## config.mk

```make
export PLATFORM = sky130hd
export DESIGN_NAME = http_host_header_extractor
export DESIGN_NICKNAME = d
export VERILOG_FILES = /design/src/rtl/hhe_pkg.sv /design/src/rtl/hhe_in_stage.sv /design/src/rtl/hhe_parser.sv /design/src/rtl/hhe_out_stage.sv /design/src/rtl/http_host_header_extractor.sv
export SDC_FILE = /design/constraint.sdc
export NUM_CORES = 1
export LEC_CHECK = 0
export BUFFER_PORTS_ARGS = -buffer_cell sky130_fd_sc_hd__buf_2
export CAP_MARGIN = 5
export CORE_MARGIN = 1
export CORE_UTILIZATION = 45
export CTS_BUF_LIST = sky130_fd_sc_hd__clkbuf_16
export CTS_CLUSTER_SIZE = 8
export DETAILED_ROUTE_END_ITERATION = 7
export GPL_TIMING_DRIVEN = 0
export SKIP_CTS_REPAIR_TIMING = 1
export SYNTH_ARGS = -nofsm -noshare
export SYNTH_HDL_FRONTEND = slang
export SYNTH_SLANG_ARGS = --single-unit
```

## constraint.sdc

```tcl
create_clock -name clock -period 6.05 [get_ports clock]
set_input_delay 0.3025 -clock clock [delete_from_list [all_inputs] [get_ports clock]]
set_output_delay 0.3025 -clock clock [all_outputs]
set_load 0.005 [all_outputs]
```

## src/rtl/hhe_pkg.sv

```systemverilog
`timescale 1ns / 1ps

package hhe_pkg;

   localparam int unsigned SCAN_LIMIT = 2048;
   localparam int unsigned HOST_MAX   = 255;

   localparam int unsigned BYTE_W     = 8;
   localparam int unsigned POS_W      = 16;
   localparam int unsigned HOST_CNT_W = $clog2(HOST_MAX + 2);
   localparam int unsigned MATCH_W    = 3;
   localparam int unsigned HIST_DEPTH = 9;

   localparam int unsigned MIN_LENGTH = 18;
   localparam int unsigned SEEK_POS   = 14;
   localparam int unsigned MIN_SCAN   = MIN_LENGTH + SEEK_POS;
   localparam int unsigned SIG_POS    = 3;
   localparam int unsigned LINE_SKIP  = 2;
   localparam int unsigned LINE_ROOM  = 8;
   localparam int unsigned TAG_LEN    = 6;
   localparam int unsigned MATCH_NONE = 7;

   localparam logic [BYTE_W-1:0] CR_BYTE  = 8'h0D;
   localparam logic [31:0]       SIG_GET  = 32'h4745_5420;
   localparam logic [31:0]       SIG_POST = 32'h504F_5354;
   localparam logic [47:0]       HTTP_TAG = " HTTP/";
   localparam logic [47:0]       HOST_TAG = "Host: ";

   localparam logic KIND_HOST    = 1'b0;
   localparam logic KIND_VERDICT = 1'b1;

   typedef enum logic [1:0] {
      ST_NOT_HTTP = 2'd0,
      ST_NO_HOST  = 2'd1,
      ST_FOUND    = 2'd2,
      ST_TOO_LONG = 2'd3
   } status_type;

   typedef struct packed {
      logic [POS_W-1:0]  payload_length;
      logic [BYTE_W-1:0] payload_byte;
      logic              first_byte;
      logic              last_byte;
   } req_item_type;

   typedef struct packed {
      logic              result_kind;
      logic [BYTE_W-1:0] host_byte;
      status_type        status;
      logic              end_of_packet_result;
   } rsp_item_type;

   function automatic logic [BYTE_W-1:0] host_tag_char(input logic [MATCH_W-1:0] idx);
      logic [BYTE_W-1:0] ch;
      unique case (idx)
         3'd0: ch = HOST_TAG[47:40];
         3'd1: ch = HOST_TAG[39:32];
         3'd2: ch = HOST_TAG[31:24];
         3'd3: ch = HOST_TAG[23:16];
         3'd4: ch = HOST_TAG[15:8];
         3'd5: ch = HOST_TAG[7:0];
         default: ch = '0;
      endcase
      return ch;
   endfunction

endpackage

```

## src/rtl/hhe_in_stage.sv

```systemverilog
`timescale 1ns / 1ps

module hhe_in_stage (
   input  logic                 clock,
   input  logic                 reset,
   input  logic                 in_valid,
   output logic                 in_ready,
   input  hhe_pkg::req_item_type in_item,
   input  logic                 consume,
   output logic                 item_valid,
   output hhe_pkg::req_item_type item
);
   import hhe_pkg::*;

   logic         valid_ff;
   logic         valid_in;
   req_item_type item_ff;

   assign in_ready = !valid_ff || consume;

   always_comb begin
      valid_in = valid_ff;
      if (in_ready) begin
         valid_in = in_valid;
      end
   end

   always_ff @(posedge clock) begin
      if (reset) begin
         valid_ff <= 1'b0;
      end else begin
         valid_ff <= valid_in;
      end
      if (in_ready && in_valid) begin
         item_ff <= in_item;
      end
   end

   assign item_valid = valid_ff;
   assign item       = item_ff;

endmodule

```

## src/rtl/hhe_parser.sv

```systemverilog
`timescale 1ns / 1ps

module hhe_parser (
   input  logic                  clock,
   input  logic                  reset,
   input  logic                  fire,
   input  hhe_pkg::req_item_type item,
   output logic                  res_valid,
   output hhe_pkg::rsp_item_type res
);
   import hhe_pkg::*;

   typedef enum logic [2:0] {
      PH_IDLE = 3'd0,
      PH_SIG  = 3'd1,
      PH_SEEK = 3'd2,
      PH_LINE = 3'd3,
      PH_HOST = 3'd4,
      PH_DONE = 3'd5
   } phase_type;

   localparam logic [POS_W-1:0]      SCAN_LIMIT_C = POS_W'(SCAN_LIMIT);
   localparam logic [POS_W-1:0]      MIN_LENGTH_C = POS_W'(MIN_LENGTH);
   localparam logic [POS_W-1:0]      MIN_SCAN_C   = POS_W'(MIN_SCAN);
   localparam logic [POS_W-1:0]      SIG_POS_C    = POS_W'(SIG_POS);
   localparam logic [POS_W-1:0]      SEEK_POS_C   = POS_W'(SEEK_POS);
   localparam logic [POS_W-1:0]      SKIP_C       = POS_W'(LINE_SKIP);
   localparam logic [POS_W:0]        NEED_C       = (POS_W + 1)'(LINE_SKIP + LINE_ROOM);
   localparam logic [POS_W-1:0]      POS_MAX_C    = '1;
   localparam logic [MATCH_W-1:0]    TAG_LEN_C    = MATCH_W'(TAG_LEN);
   localparam logic [MATCH_W-1:0]    MATCH_NONE_C = MATCH_W'(MATCH_NONE);
   localparam logic [HOST_CNT_W-1:0] HOST_MAX_C   = HOST_CNT_W'(HOST_MAX);
   localparam logic [HOST_CNT_W-1:0] HOST_OVER_C  = HOST_CNT_W'(HOST_MAX + 1);

   phase_type             phase_ff, phase_in;
   logic [POS_W-1:0]      pos_ff, pos_in;
   logic [BYTE_W-1:0]     hist_ff [HIST_DEPTH];
   logic [BYTE_W-1:0]     hist_in [HIST_DEPTH];
   logic [POS_W-1:0]      line_start_ff, line_start_in;
   logic [MATCH_W-1:0]    match_ff, match_in;
   logic [HOST_CNT_W-1:0] host_count_ff, host_count_in;

   logic [POS_W-1:0]  scan;
   logic [POS_W-1:0]  pos_cur;
   logic [POS_W-1:0]  offset;
   logic [BYTE_W-1:0] b;
   logic [31:0]       sig_word;
   logic              verdict_valid;
   status_type        verdict;
   logic              host_valid;

   always_comb begin
      phase_in      = phase_ff;
      pos_in        = pos_ff;
      hist_in       = hist_ff;
      line_start_in = line_start_ff;
      match_in      = match_ff;
      host_count_in = host_count_ff;
      verdict_valid = 1'b0;
      verdict       = ST_NOT_HTTP;
      host_valid    = 1'b0;
      b             = item.payload_byte;
      scan          = (item.payload_length < SCAN_LIMIT_C) ? item.payload_length : SCAN_LIMIT_C;

      if (item.first_byte) begin
         phase_in      = PH_SIG;
         pos_in        = '0;
         line_start_in = '0;
         match_in      = '0;
         host_count_in = '0;
         for (int i = 0; i < HIST_DEPTH; i++) begin
            hist_in[i] = '0;
         end
         if (item.payload_length < MIN_LENGTH_C || scan < MIN_SCAN_C) begin
            verdict_valid = 1'b1;
            verdict       = ST_NOT_HTTP;
         end
      end

      pos_cur  = pos_in;
      offset   = pos_cur - line_start_in;
      sig_word = {hist_in[2], hist_in[1], hist_in[0], b};

      if (!verdict_valid && (phase_in == PH_SIG || phase_in == PH_SEEK ||
                             phase_in == PH_LINE || phase_in == PH_HOST)) begin
         unique case (phase_in)
            PH_SIG: begin
               if (pos_cur >= SIG_POS_C) begin
                  if (sig_word != SIG_GET && sig_word != SIG_POST) begin
                     verdict_valid = 1'b1;
                     verdict       = ST_NOT_HTTP;
                  end else begin
                     phase_in = PH_SEEK;
                  end
               end
            end
            PH_SEEK: begin
               if (pos_cur >= SEEK_POS_C && b == CR_BYTE) begin
                  if ({hist_in[8], hist_in[7], hist_in[6], hist_in[5], hist_in[4],
                       hist_in[3]} != HTTP_TAG) begin
                     verdict_valid = 1'b1;
                     verdict       = ST_NOT_HTTP;
                  end else if ({1'b0, pos_cur} + NEED_C > {1'b0, scan}) begin
                     verdict_valid = 1'b1;
                     verdict       = ST_NO_HOST;
                  end else begin
                     line_start_in = pos_cur + SKIP_C;
                     match_in      = '0;
                     phase_in      = PH_LINE;
                  end
               end
            end
            PH_LINE: begin
               if (pos_cur >= line_start_ff || item.first_byte) begin
                  if (b == CR_BYTE) begin
                     if ({1'b0, pos_cur} + NEED_C > {1'b0, scan}) begin
                        verdict_valid = 1'b1;
                        verdict       = ST_NO_HOST;
                     end else begin
                        line_start_in = pos_cur + SKIP_C;
                        match_in      = '0;
                     end
                  end else if (match_in < TAG_LEN_C) begin
                     if (offset == POS_W'(match_in) && b == host_tag_char(match_in)) begin
                        match_in = match_in + 1'b1;
                        if (match_in == TAG_LEN_C) begin
                           phase_in      = PH_HOST;
                           host_count_in = '0;
                        end
                     end else begin
                        match_in = MATCH_NONE_C;
                     end
                  end
               end
            end
            PH_HOST: begin
               if (b == CR_BYTE) begin
                  verdict_valid = 1'b1;
                  verdict       = (host_count_in > HOST_MAX_C) ? ST_TOO_LONG : ST_FOUND;
               end else if (host_count_in < HOST_MAX_C) begin
                  host_valid    = 1'b1;
                  host_count_in = host_count_in + 1'b1;
               end else begin
                  host_count_in = HOST_OVER_C;
               end
            end
            default: begin
            end
         endcase

         for (int i = HIST_DEPTH - 1; i > 0; i--) begin
            hist_in[i] = hist_in[i-1];
         end
         hist_in[0] = b;

         if (!verdict_valid && ({1'b0, pos_cur} + 1'b1 >= {1'b0, scan})) begin
            verdict_valid = 1'b1;
            verdict = (phase_in == PH_SIG || phase_in == PH_SEEK) ? ST_NOT_HTTP : ST_NO_HOST;
         end
         if (pos_cur != POS_MAX_C) begin
            pos_in = pos_cur + 1'b1;
         end
      end

      if (item.last_byte && !verdict_valid &&
          (phase_in == PH_SIG || phase_in == PH_SEEK ||
           phase_in == PH_LINE || phase_in == PH_HOST)) begin
         verdict_valid = 1'b1;
         verdict = (phase_in == PH_SIG || phase_in == PH_SEEK) ? ST_NOT_HTTP : ST_NO_HOST;
      end

      if (verdict_valid) begin
         phase_in = item.last_byte ? PH_IDLE : PH_DONE;
      end else if (item.last_byte) begin
         phase_in = PH_IDLE;
      end

      res_valid = verdict_valid || (host_valid && !item.last_byte);
      if (verdict_valid) begin
         res.result_kind          = KIND_VERDICT;
         res.host_byte            = '0;
         res.status               = verdict;
         res.end_of_packet_result = 1'b1;
      end else begin
         res.result_kind          = KIND_HOST;
         res.host_byte            = b;
         res.status               = ST_NOT_HTTP;
         res.end_of_packet_result = 1'b0;
      end
   end

   always_ff @(posedge clock) begin
      if (reset) begin
         phase_ff      <= PH_IDLE;
         pos_ff        <= '0;
         line_start_ff <= '0;
         match_ff      <= '0;
         host_count_ff <= '0;
         for (int i = 0; i < HIST_DEPTH; i++) begin
            hist_ff[i] <= '0;
         end
      end else if (fire) begin
         phase_ff      <= phase_in;
         pos_ff        <= pos_in;
         line_start_ff <= line_start_in;
         match_ff      <= match_in;
         host_count_ff <= host_count_in;
         hist_ff       <= hist_in;
      end
   end

endmodule

```

## src/rtl/hhe_out_stage.sv

```systemverilog
`timescale 1ns / 1ps

module hhe_out_stage (
   input  logic                  clock,
   input  logic                  reset,
   input  logic                  fire,
   input  logic                  res_valid,
   input  hhe_pkg::rsp_item_type res,
   output logic                  space,
   output logic                  out_valid,
   input  logic                  out_ready,
   output hhe_pkg::rsp_item_type out_item
);
   import hhe_pkg::*;

   logic         valid_ff;
   logic         valid_in;
   rsp_item_type item_ff;

   assign space = !valid_ff || out_ready;

   always_comb begin
      valid_in = valid_ff;
      if (space) begin
         valid_in = fire && res_valid;
      end
   end

   always_ff @(posedge clock) begin
      if (reset) begin
         valid_ff <= 1'b0;
      end else begin
         valid_ff <= valid_in;
      end
      if (fire && res_valid) begin
         item_ff <= res;
      end
   end

   assign out_valid = valid_ff;
   assign out_item  = item_ff;

endmodule

```

## src/rtl/http_host_header_extractor.sv

```systemverilog
`timescale 1ns / 1ps

// Channel   Direction  tdata                                   tuser        tlast
// req_      in         [7:0] payload_byte, [23:8] payload_len  first_byte   last_byte
// rsp_      out        [7:0] host_byte, [9:8] status, 0 pad    result_kind  end_of_packet
//
// Each request is parsed while it sits in the input register, and its result is loaded
// into the result register as the request leaves the input register. One request is
// taken every cycle while the result register is not stalled; the parse state advances
// only as requests leave the input register. Reset is synchronous and clears all parse
// and handshake state. A stalled result register holds the parser, and req_tready falls
// once the input register is also full.

module http_host_header_extractor (
   input  logic        clock,
   input  logic        reset,
   input  logic        req_tvalid,
   output logic        req_tready,
   input  logic [23:0] req_tdata,   // payload_byte, payload_length
   input  logic        req_tuser,   // first_byte
   input  logic        req_tlast,
   output logic        rsp_tvalid,
   input  logic        rsp_tready,
   output logic [15:0] rsp_tdata,   // host_byte, status, zero pad
   output logic        rsp_tuser,   // result_kind
   output logic        rsp_tlast
);
   import hhe_pkg::*;

   req_item_type in_item;
   req_item_type item;
   rsp_item_type res;
   rsp_item_type out_item;
   logic         item_valid;
   logic         res_valid;
   logic         space;
   logic         fire;

   assign in_item.payload_byte   = req_tdata[7:0];
   assign in_item.payload_length = req_tdata[23:8];
   assign in_item.first_byte     = req_tuser;
   assign in_item.last_byte      = req_tlast;

   assign fire = item_valid && space;

   hhe_in_stage u_in_stage (
      .clock      (clock),
      .reset      (reset),
      .in_valid   (req_tvalid),
      .in_ready   (req_tready),
      .in_item    (in_item),
      .consume    (fire),
      .item_valid (item_valid),
      .item       (item)
   );

   hhe_parser u_parser (
      .clock     (clock),
      .reset     (reset),
      .fire      (fire),
      .item      (item),
      .res_valid (res_valid),
      .res       (res)
   );

   hhe_out_stage u_out_stage (
      .clock     (clock),
      .reset     (reset),
      .fire      (fire),
      .res_valid (res_valid),
      .res       (res),
      .space     (space),
      .out_valid (rsp_tvalid),
      .out_ready (rsp_tready),
      .out_item  (out_item)
   );

   assign rsp_tdata = {6'b0, out_item.status, out_item.host_byte};
   assign rsp_tuser = out_item.result_kind;
   assign rsp_tlast = out_item.end_of_packet_result;

endmodule

```

# [Yosys cells after proc, flatten, opt, wreduce, memory -nomap -nowiden]
# Cells that the tools add are included.
[op_classes] muxes=90 reduce_logical=30 n_eq_ne=23 n_lt_le_gt_ge=11 addsub=7
[ops] op="16-bit 2-to-1 mux" n=11
[ops] op="72-bit 2-to-1 mux" n=2
[ops] op="9-bit 2-to-1 mux" n=9
[ops] op="3-bit 2-to-1 mux" n=25
[ops] op="32-bit by 31-bit != test with 1-bit output (second input constant)" n=2
[ops] op="48-bit by 46-bit != test with 1-bit output (second input constant)" n=1
[ops] op="7-bit one-hot mux with 6 select lines" n=1
[ops] op="8-bit 2-to-1 mux" n=5
[ops] op="16-bit one-hot mux with 2 select lines" n=1
[ops] op="1-bit 2-to-1 mux" n=23
[ops] op="3-bit by 2-bit == test with 1-bit output (second input constant)" n=7
[ops] op="9-bit one-hot mux with 2 select lines" n=1
[ops] op="16-bit by 1-bit adder with 17-bit output (second input constant)" n=1
[ops] op="16-bit by 4-bit adder with 17-bit output (second input constant)" n=1
[ops] op="17-bit by 16-bit >= comparator with 1-bit output" n=1
[ops] op="17-bit by 16-bit > comparator with 1-bit output" n=1
[ops] op="16-bit by 1-bit adder with 16-bit output (second input constant)" n=1
[ops] op="16-bit by 2-bit adder with 16-bit output (second input constant)" n=1
[ops] op="16-bit by 3-bit == test with 1-bit output" n=1
[ops] op="16-bit >= comparator" n=1
[ops] op="16-bit by 2-bit >= comparator with 1-bit output (second input constant)" n=1
[ops] op="16-bit by 4-bit >= comparator with 1-bit output (second input constant)" n=1
[ops] op="16-bit by 12-bit < comparator with 1-bit output (second input constant)" n=1
[ops] op="16-bit by 5-bit < comparator with 1-bit output (second input constant)" n=1
[ops] op="other kinds (22)" n=61
[word_totals] word_cells=185 register_bits=159

# [Depth between registers and ports, before layout]
# Gate-level depths: netlist of run 1.
[depth] depth_word=26 ltp_mapped=24 mapped_depth_nobuf=19

# [Modules after synthesis]
# A second synthesis of run 1 with hierarchy kept.
[hier_totals] hier_cells=1170 area_unflattened_um2=9925.8
[by_module_without_submodules] module="hhe_parser" area_per_inst_um2=8624.5 cells_each=1114 n_inst=1
[by_module_without_submodules] module="hhe_in_stage" area_per_inst_um2=835.8 cells_each=31 n_inst=1
[by_module_without_submodules] module="hhe_out_stage" area_per_inst_um2=410.4 cells_each=17 n_inst=1
[by_module_without_submodules] module="http_host_header_extractor" area_per_inst_um2=55.1 cells_each=8 n_inst=1

# [Worst setup path before layout of run 1]
# Ideal clock, no wire load.
[synth_timing] kind="register to register" startpoint="register u_in_stage.item_ff (netlist bit u_in_stage.item[1])" endpoint="register u_parser.line_start_ff[1]" setup_ns=0.117 path_buffers=4 arrival_ns=4.691 stages_incl_launch_ff=21 path_slack_ns=1.243 cell_sequence="edfxtp_1 buf_4 buf_6 buf_6 nor2b_1 ha_1 clkbuf_1 o21a_1 nand3_1 xor2_1 nor2_1 ha_1 nand4_1 or2_1 o32ai_1 a21oi_1 a2111oi_0 nand2_1 a21oi_1 a21oi_1 a22o_1"
[synth_via] elab_chain_len=8 elab_cells_between_ends=29 classes_between="add/sub: 2; order compare: 3; eq/ne: 5; mux: 12; reduce/logical: 7"
[synth_rtl] element="from (decl)" line_no="hhe_in_stage.sv:17" source="req_item_type item_ff;"
[synth_rtl] element="from (signal assigned)" line_no="hhe_in_stage.sv:35" source="item_ff <= in_item;"
[synth_rtl] element="16-bit 2-to-1 mux" line_no="hhe_parser.sv:65" source="if (item.first_byte) begin"
[synth_rtl] element="16-bit by 4-bit adder with 17-bit output" line_no="hhe_parser.sv:103, hhe_parser.sv:116"
[synth_rtl] element="17-bit by 16-bit > comparator with 1-bit output" line_no="hhe_parser.sv:103, hhe_parser.sv:116"
[synth_rtl] element="16-bit 2-to-1 mux" line_no="hhe_parser.sv:103, hhe_parser.sv:116"
[synth_rtl] element="16-bit 2-to-1 mux (on tied branches)" line_no="hhe_parser.sv:115, hhe_parser.sv:99"
[synth_rtl] element="16-bit 2-to-1 mux (on tied branches)" line_no="hhe_parser.sv:114, hhe_parser.sv:98"
[synth_rtl] element="16-bit one-hot mux with 2 select lines" line_no="hhe_parser.sv:86" source="unique case (phase_in)"
[synth_rtl] element="16-bit 2-to-1 mux (*)" line_no="hhe_parser.sv:84" source="if (!verdict_valid && (phase_in == PH_SIG || phase_in == PH_SEEK ||"
[synth_rtl] element="to (signal assigned)" line_no="hhe_parser.sv:205" source="line_start_ff <= line_start_in;"
[synth_rtl] element="to (decl)" line_no="hhe_parser.sv:39" source="logic [POS_W-1:0] line_start_ff, line_start_in;"
# Mark *: on every way between the ends. The rest lies on a longest branch, timed or not.
# A chain may end at the register's enable or synchronous reset.

# [Worst setup path after layout of run 1]
[layout_timing] startpoint="register u_in_stage.item_ff (netlist bit u_in_stage.item[1])" endpoint="register u_parser.host_count_ff[8]"
[layout_via] elab_chain_len=16 elab_cells_between_ends=47 classes_between="add/sub: 3; order compare: 3; eq/ne: 12; mux: 21; reduce/logical: 8"
[layout_rtl] element="3-bit 2-to-1 mux" line_no="hhe_parser.sv:65"
[layout_rtl] element="3-bit == test (tied with other cells)" line_no="hhe_pkg.sv:55" source="unique case (idx)"
[layout_rtl] element="7-bit one-hot mux with 6 select lines" line_no="hhe_pkg.sv:55"
[layout_rtl] element="8-bit 2-to-1 mux" line_no="hhe_parser.sv:123" source="end else if (match_in < TAG_LEN_C) begin"
[layout_rtl] element="8-bit 2-to-1 mux" line_no="hhe_parser.sv:115" source="if (b == CR_BYTE) begin"
[layout_rtl] element="8-bit 2-to-1 mux" line_no="hhe_parser.sv:114" source="if (pos_cur >= line_start_ff || item.first_byte) begin"
[layout_rtl] element="8-bit 2-to-1 mux" line_no="hhe_parser.sv:86"
[layout_rtl] element="8-bit 2-to-1 mux" line_no="hhe_parser.sv:84"
[layout_rtl] element="8-bit == test" line_no="hhe_parser.sv:124" source="if (offset == POS_W'(match_in) && b == host_tag_char(match_in)) begin"
[layout_rtl] element="1-bit logical AND" line_no="hhe_parser.sv:124"
[layout_rtl] element="9-bit 2-to-1 mux" line_no="hhe_parser.sv:124"
[layout_rtl] element="9-bit 2-to-1 mux" line_no="hhe_parser.sv:123"
[layout_rtl] element="9-bit 2-to-1 mux" line_no="hhe_parser.sv:115"
[layout_rtl] element="9-bit 2-to-1 mux" line_no="hhe_parser.sv:114"
[layout_rtl] element="9-bit one-hot mux with 2 select lines" line_no="hhe_parser.sv:86"
[layout_rtl] element="9-bit 2-to-1 mux (*)" line_no="hhe_parser.sv:84"
[layout_rtl] element="to (signal assigned)" line_no="hhe_parser.sv:207" source="host_count_ff <= host_count_in;"
[layout_rtl] element="to (decl)" line_no="hhe_parser.sv:41" source="logic [HOST_CNT_W-1:0] host_count_ff, host_count_in;"
# Mark *: on every way between the ends. The rest lies on a longest branch, timed or not. The select of a mux whose other input is x is not followed.

==> run summary, run 1 <==
# port buffers - 42
Number of enable flip-flop cells after synthesis - 37
Die span in x - 157 um
DP Wirelength - 26900 um
Final Hold Slack - 0.0361 ns
Share of layout cells above drive strength 1 - 0.0879
Largest fanout of any net on the critical path - 10
Number of antenna-violating nets in the routed design - 0
Slew of the pin with the lowest slew margin - 1.23 ns
Path category of the worst min-delay check - input port to flip-flop
Clock tree from TritonCTS - done
Top_reg_cell synth - dfxtp_1
Most common cell on crit path - clkbuf_2
Cell count of the worst hold path - 1
Critical Path, Cell by Cell - buf_4 > buf_6 > clkinv_2 > clkbuf_4 > clkbuf_2 > clkbuf_2 > clkbuf_2 > nand2_1 > ha_1 > clkbuf_1 > nand3_1 > and3_1 > and3_1 > a211o_1 > a2111o_1 > nor4_4 > nand2_2 > o41ai_2 > o22ai_1
Deepest clock path buffer count - 2
Top cell type's share of synthesized area - 0.224
Clock slew seen by the registers of the worst setup and hold paths - 0.07 ns
Vias in the first global route - 9845
Total vias in the final route - 10900
Area contributors post-synth - dfxtp_1 22%, edfxtp_1 10%, ha_1 8.2%
Clock latency at the later pin of the worst-skew pair - 0.44 ns
Cts bufs inserted - 17
Avg Synthesized Cell Area - 7.85 um2
Leak Pwr - 4.36 nW
Fraction of registers with async set or reset after synthesis - 0
Pre-CTS WS - -1.04 ns
Arrival time of data at the critical path endpoint - 6.22 ns
Peak Freq - 169 MHz
Root buf cell - clkbuf_16
Endpoint class of the critical path - flip-flop
Sequential cell area - 3530 um2
Final period util - 0.980
Setup violation total in the final timing report - 0
Most frequently used cell type in the post-synthesis netlist - nand2_1
Final WL - 36200 um
Cell accounting for the most synthesized area - dfxtp_1
I/O Pins - 50
Maximum single-stage delay on the critical path - 0.60 ns
Most instantiated cells after synthesis - 171 x nand2_1, 148 x a21oi_1, 121 x dfxtp_1, 106 x nand3_1, 84 x clkbuf_1
Routability congestion estimate - 1.00
Initial antenna violation count - 0
CP max stage cell - o41ai_2
Maximum number of pins on one net before global-route repair - 27
N_diodes - 0
Pwr per Cell Area - 197 nW/um2
Number of stages on the worst setup path - 19
Number of hold-slack violations in the final timing report - 0
Footprint of the multi-input gates - 6750 um2
Number of nets at the end of the flow - 1556
Die ar. - 24600 um2
Clock net sink count - 158
CTS H-tree depth - 4
Part of the Yosys area used for sequential elements - 0.327
Count of unresolved DRC violations after routing - 0
Syn Std Cell Area - 10800 um2
First-pass GRT wire length - 55700 um
Post-synth cell types - 82
Worst supply voltage drop on vdd - 176 uV
Synthesized instance count - 1376
Minimum setup slack among reg-to-reg paths - 0.12 ns
Type of the setup path with the least slack - flip-flop to flip-flop
Aggregate global-route resource usage - 0.298
Max-Cap Viols - 0
Vias per Instance - 6.09
Number of search-and-repair iterations in the first detailed-routing pass - 6
Drt initial violations - 1021
Row count - 56
Final-layout setup total negative slack - 0 ns
Starting density of the core - 0.459
Core Region - 23500 um2
Worst Reg2Reg Path Length in Cells - 19
Global route total overflow - 0
Setup Skew - 0.0127 ns
Flip-flop and latch count after synthesis - 158
Routed wire length per instance - 20.3 um
Synth-to-Final Area Change - 12.5%
Total of warnings raised by yosys - 0
Max-slew violation count - 0
Kind of start point of the critical path - flip-flop
Critical path required time - 6.34 ns
Final worst slack - 0.121 ns
Relative slew slack - 0.178
WP buf/inv - 8
Time the final worst path needs with I/O delays and setup - 5.93 ns
Die boundary height - 157 um
Status - completed
Category of cells accounting for the largest share of critical-path delay - buffers and inverters
Number of filler instances in the final layout - 2393
## flip-flops by register name, summed over array words and instances, names as in the netlist
signal	cells
u_parser.phase_ff	3
u_parser.host_count_ff	9
u_in_stage.item_valid	1
u_out_stage.out_item	11
u_parser.match_ff	3
u_out_stage.out_valid	1
u_parser.pos_ff	16
u_in_stage.item	26
u_parser.line_start_ff	16
u_parser.hist_ff	72
## cell usage in the layout, fill, tap and decap left out, drive strengths merged, types with 10 or more instances in the layout
| cell | count |
|---|---|
| a211oi | 13 |
| a21o | 13 |
| a21oi | 148 |
| a22oi | 12 |
| a31oi | 13 |
| and3 | 18 |
| buf | 68 |
| clkbuf | 101 |
| conb | 14 |
| dfxtp | 121 |
| edfxtp | 37 |
| ha | 71 |
| inv | 46 |
| nand2 | 172 |
| nand2b | 14 |
| nand3 | 106 |
| nand4 | 28 |
| nor2 | 83 |
| nor2b | 44 |
| nor3 | 31 |
| nor4 | 16 |
| o211ai | 12 |
| o21a | 10 |
| o21ai | 59 |
| xnor2 | 26 |
| xor2 | 17 |
## layout make-up
type                    instances  share of cell area
clock inverters                15              0.0135
well taps                     319              0.0329
plain buffers                 104              0.0372
flip-flops and latches        158               0.291
repair buffers                 48              0.0217
multi-input cells            1083               0.556
clock buffers                  17              0.0350
inverters                      42              0.0131
## power by group
| group | internal [mW] | leakage, nW | switching (mW) |
|---|---|---|---|
| Sequential | 1.10 | 1.33 | 0.0123 |
| Combinational | 0.0503 | 2.74 | 0.129 |
| Clock | 0.616 | 0.294 | 0.493 |
## kinds of logic (layout without fill, tap and decap cells)
| family | after synthesis | count (layout) | synth area share |
|---|---|---|---|
| AO/OA/AOI/OAI | 360 | 360 | 0.210 |
| XOR/XNOR | 43 | 43 | 0.0349 |
| adder cells (fa/ha/maj) | 72 | 72 | 0.0841 |
| buffers and inverters | 147 | 226 | 0.0557 |
| flip-flops | 158 | 158 | 0.327 |
| multiplexers | 13 | 13 | 0.0125 |
| other | 2 | 14 | 0.000695 |
| AND/OR/NAND/NOR | 581 | 581 | 0.275 |
## stage by stage
step	utilization	power (mW)	cell area (um2)	instances
after global routing	0.516	2.47	12100	1786
after CTS	0.512	2.40	12100	1782
final	0.516	2.40	12100	1786
after global placement	0.487	1.30	11500	1749
after detailed placement	0.487	1.30	11500	1750
after floorplan	-	1.23	10800	1388
## per-layer routing
layer,track usage,vias to the layer above,part of all wire
li1,-,5154,-
met1,0.422,5140,0.46
met2,0.455,512,0.43
met3,0.0465,68,0.077
met4,0.113,0,0.029
met5,0,-,0
## final timing paths
| kind | startpoint | to |
|---|---|---|
| max | u_in_stage.item[1] | u_parser.host_count_ff[8] |
| min | req_tdata[3] | u_in_stage.item[5] |
| max reg2reg | u_in_stage.item[1] | u_parser.host_count_ff[8] |
| min reg2reg | u_parser.hist_ff[14] | u_parser.hist_ff[14] |
Power figures use the tool's default switching activity.
==> inputs of run 2 (changes only) <==
Clock period 6.05 ns to 7.15 ns, I/O delays scaled along.
==> run summary, run 2 (same netlist as run 1, synthesis figures left out) <==
Path category of the worst min-delay check - input port to flip-flop
Routability congestion estimate - 1.00
Final-layout setup total negative slack - 0 ns
Sequential cell area - 3530 um2
Starting density of the core - 0.459
Final Hold Slack - 0.0925 ns
Row count - 56
Number of search-and-repair iterations in the first detailed-routing pass - 5
Footprint of the multi-input gates - 6720 um2
Number of nets at the end of the flow - 1551
Internal power - 1.49 mW
Max-slew violation count - 0
Setup Skew - 0.0118 ns
Vias per Instance - 6.06
Switch share - 0.265
Final WL - 36000 um
Aggregate global-route resource usage - 0.298
Fraction of power consumed by combinational cells - 0.073
Die ar. - 24600 um2
Global route total overflow - 0
Number of hold-slack violations in the final timing report - 0
Most frequent cells in the layout - 171 x nand2_1, 148 x a21oi_1, 121 x dfxtp_1
Arrival time of data at the critical path endpoint - 6.84 ns
Kind of start point of the critical path - flip-flop
Number of antenna-violating nets in the routed design - 0
Leak Pwr - 4.32 nW
Portion of total power attributed to sequential cells - 0.464
Status - completed
Core Region - 23500 um2
Time the final worst path needs with I/O delays and setup - 6.51 ns
Routed wire length per instance - 20.2 um
Worst supply voltage drop on vdd - 149 uV
Share of layout cells above drive strength 1 - 0.0759
Count of unresolved DRC violations after routing - 0
Maximum number of pins on one net before global-route repair - 27
Relative slew slack - 0.122
# port buffers - 42
Die span in x - 157 um
Type of the setup path with the least slack - flip-flop to flip-flop
I/O Pins - 50
Max reg flops - 72
Synth-to-Final Area Change - 11.6%
Most common library cell in the layout ignoring fill and taps - nand2_1
Endpoint class of the critical path - flip-flop
Vias in the first global route - 9845
Net switching component of the power - 536 uW
Largest fanout of any net on the critical path - 10
Clock tree from TritonCTS - done
Root buf cell - clkbuf_16
Total vias in the final route - 10800
Peak Freq - 154 MHz
Number of filler instances in the final layout - 2396
Cts bufs inserted - 17
Relative contribution of the clock network to total power - 0.464
Deepest clock path buffer count - 2
Clock latency at the later pin of the worst-skew pair - 0.44 ns
Slew of the pin with the lowest slew margin - 1.31 ns
First-pass GRT wire length - 55700 um
Setup violation total in the final timing report - 0
DP Wirelength - 26900 um
Die boundary height - 157 um
Max-Cap Viols - 0
Drt initial violations - 1034
Critical path required time - 7.48 ns
Clock slew seen by the registers of the worst setup and hold paths - 0.07 ns
Final period util - 0.910
Pwr per Cell Area - 168 nW/um2
N_diodes - 0
Largest reg by FF count - u_parser.hist_ff
Clock net sink count - 158
CTS H-tree depth - 4
Initial antenna violation count - 0
Utilization after layout - 0.512
Setup repair after global routing missed its margin - no
-- run 2: per-layer routing --
metal	track usage	up-vias	share of wire
met1	0.422	5093	0.46
met4	0.113	0	0.032
met2	0.455	483	0.43
met5	0	-	0
li1	-	5144	-
met3	0.0465	72	0.072
-- run 2: final timing paths --
path	from	end	slack, ns	cells past startpoint
worst max register to register	u_in_stage.item[1]	u_parser.line_start_ff[1]	0.64	18
worst min-delay path	req_tdata[14]	u_in_stage.item[16]	0.09	1
worst max-delay path	u_in_stage.item[1]	u_parser.line_start_ff[1]	0.64	18
worst min register to register	u_parser.hist_ff[0]	u_parser.hist_ff[0]	0.45	2
-- run 2: cell type report --
cell class	count	share of cell area
clock buffers	17	0.0353
repair buffers	43	0.0177
inverters	42	0.0131
plain buffers	104	0.0366
well taps	319	0.0331
multi-input cells	1083	0.557
clock inverters	15	0.0136
flip-flops and latches	158	0.293
-- run 2: through the flow --
stage | worst slack (ns) | total power [mW] | instance area [um2] | cells
floorplan | 2.34 | 1.04 | 10800 | 1388
global placement | 0.145 | 1.10 | 11500 | 1749
detailed placement | 0.0629 | 1.10 | 11500 | 1750
CTS | 0.0107 | 2.03 | 12100 | 1782
global route | 0.337 | 2.08 | 12100 | 1781
finish | 0.642 | 2.02 | 12100 | 1781
-- run 2: power groups by stage --
stage / clock network [mW] / logic [mW] / registers [mW]
after floorplan: 0 / 0.0884 / 0.954
after global placement: 0 / 0.143 / 0.959
after detailed placement: 0 / 0.143 / 0.958
after CTS: 0.949 / 0.144 / 0.938
after global routing: 0.985 / 0.158 / 0.940
final: 0.938 / 0.147 / 0.938
-- run 2: worst max-delay path, cell delays in order (launching register included) --
cell and delay [ns]:
edfxtp_1 0.59, buf_4 0.31, buf_6 0.21, buf_6 0.20
clkbuf_1 0.58, buf_1 0.56, buf_1 0.60, a21oi_1 0.16
ha_1 0.35, nand4_1 0.09, or2_1 0.24, o32ai_1 0.49
a21oi_1 0.22, a2111oi_0 0.76, buf_1 0.25, nand2_1 0.08
a21oi_1 0.17, a21oi_1 0.24, a22o_1 0.30
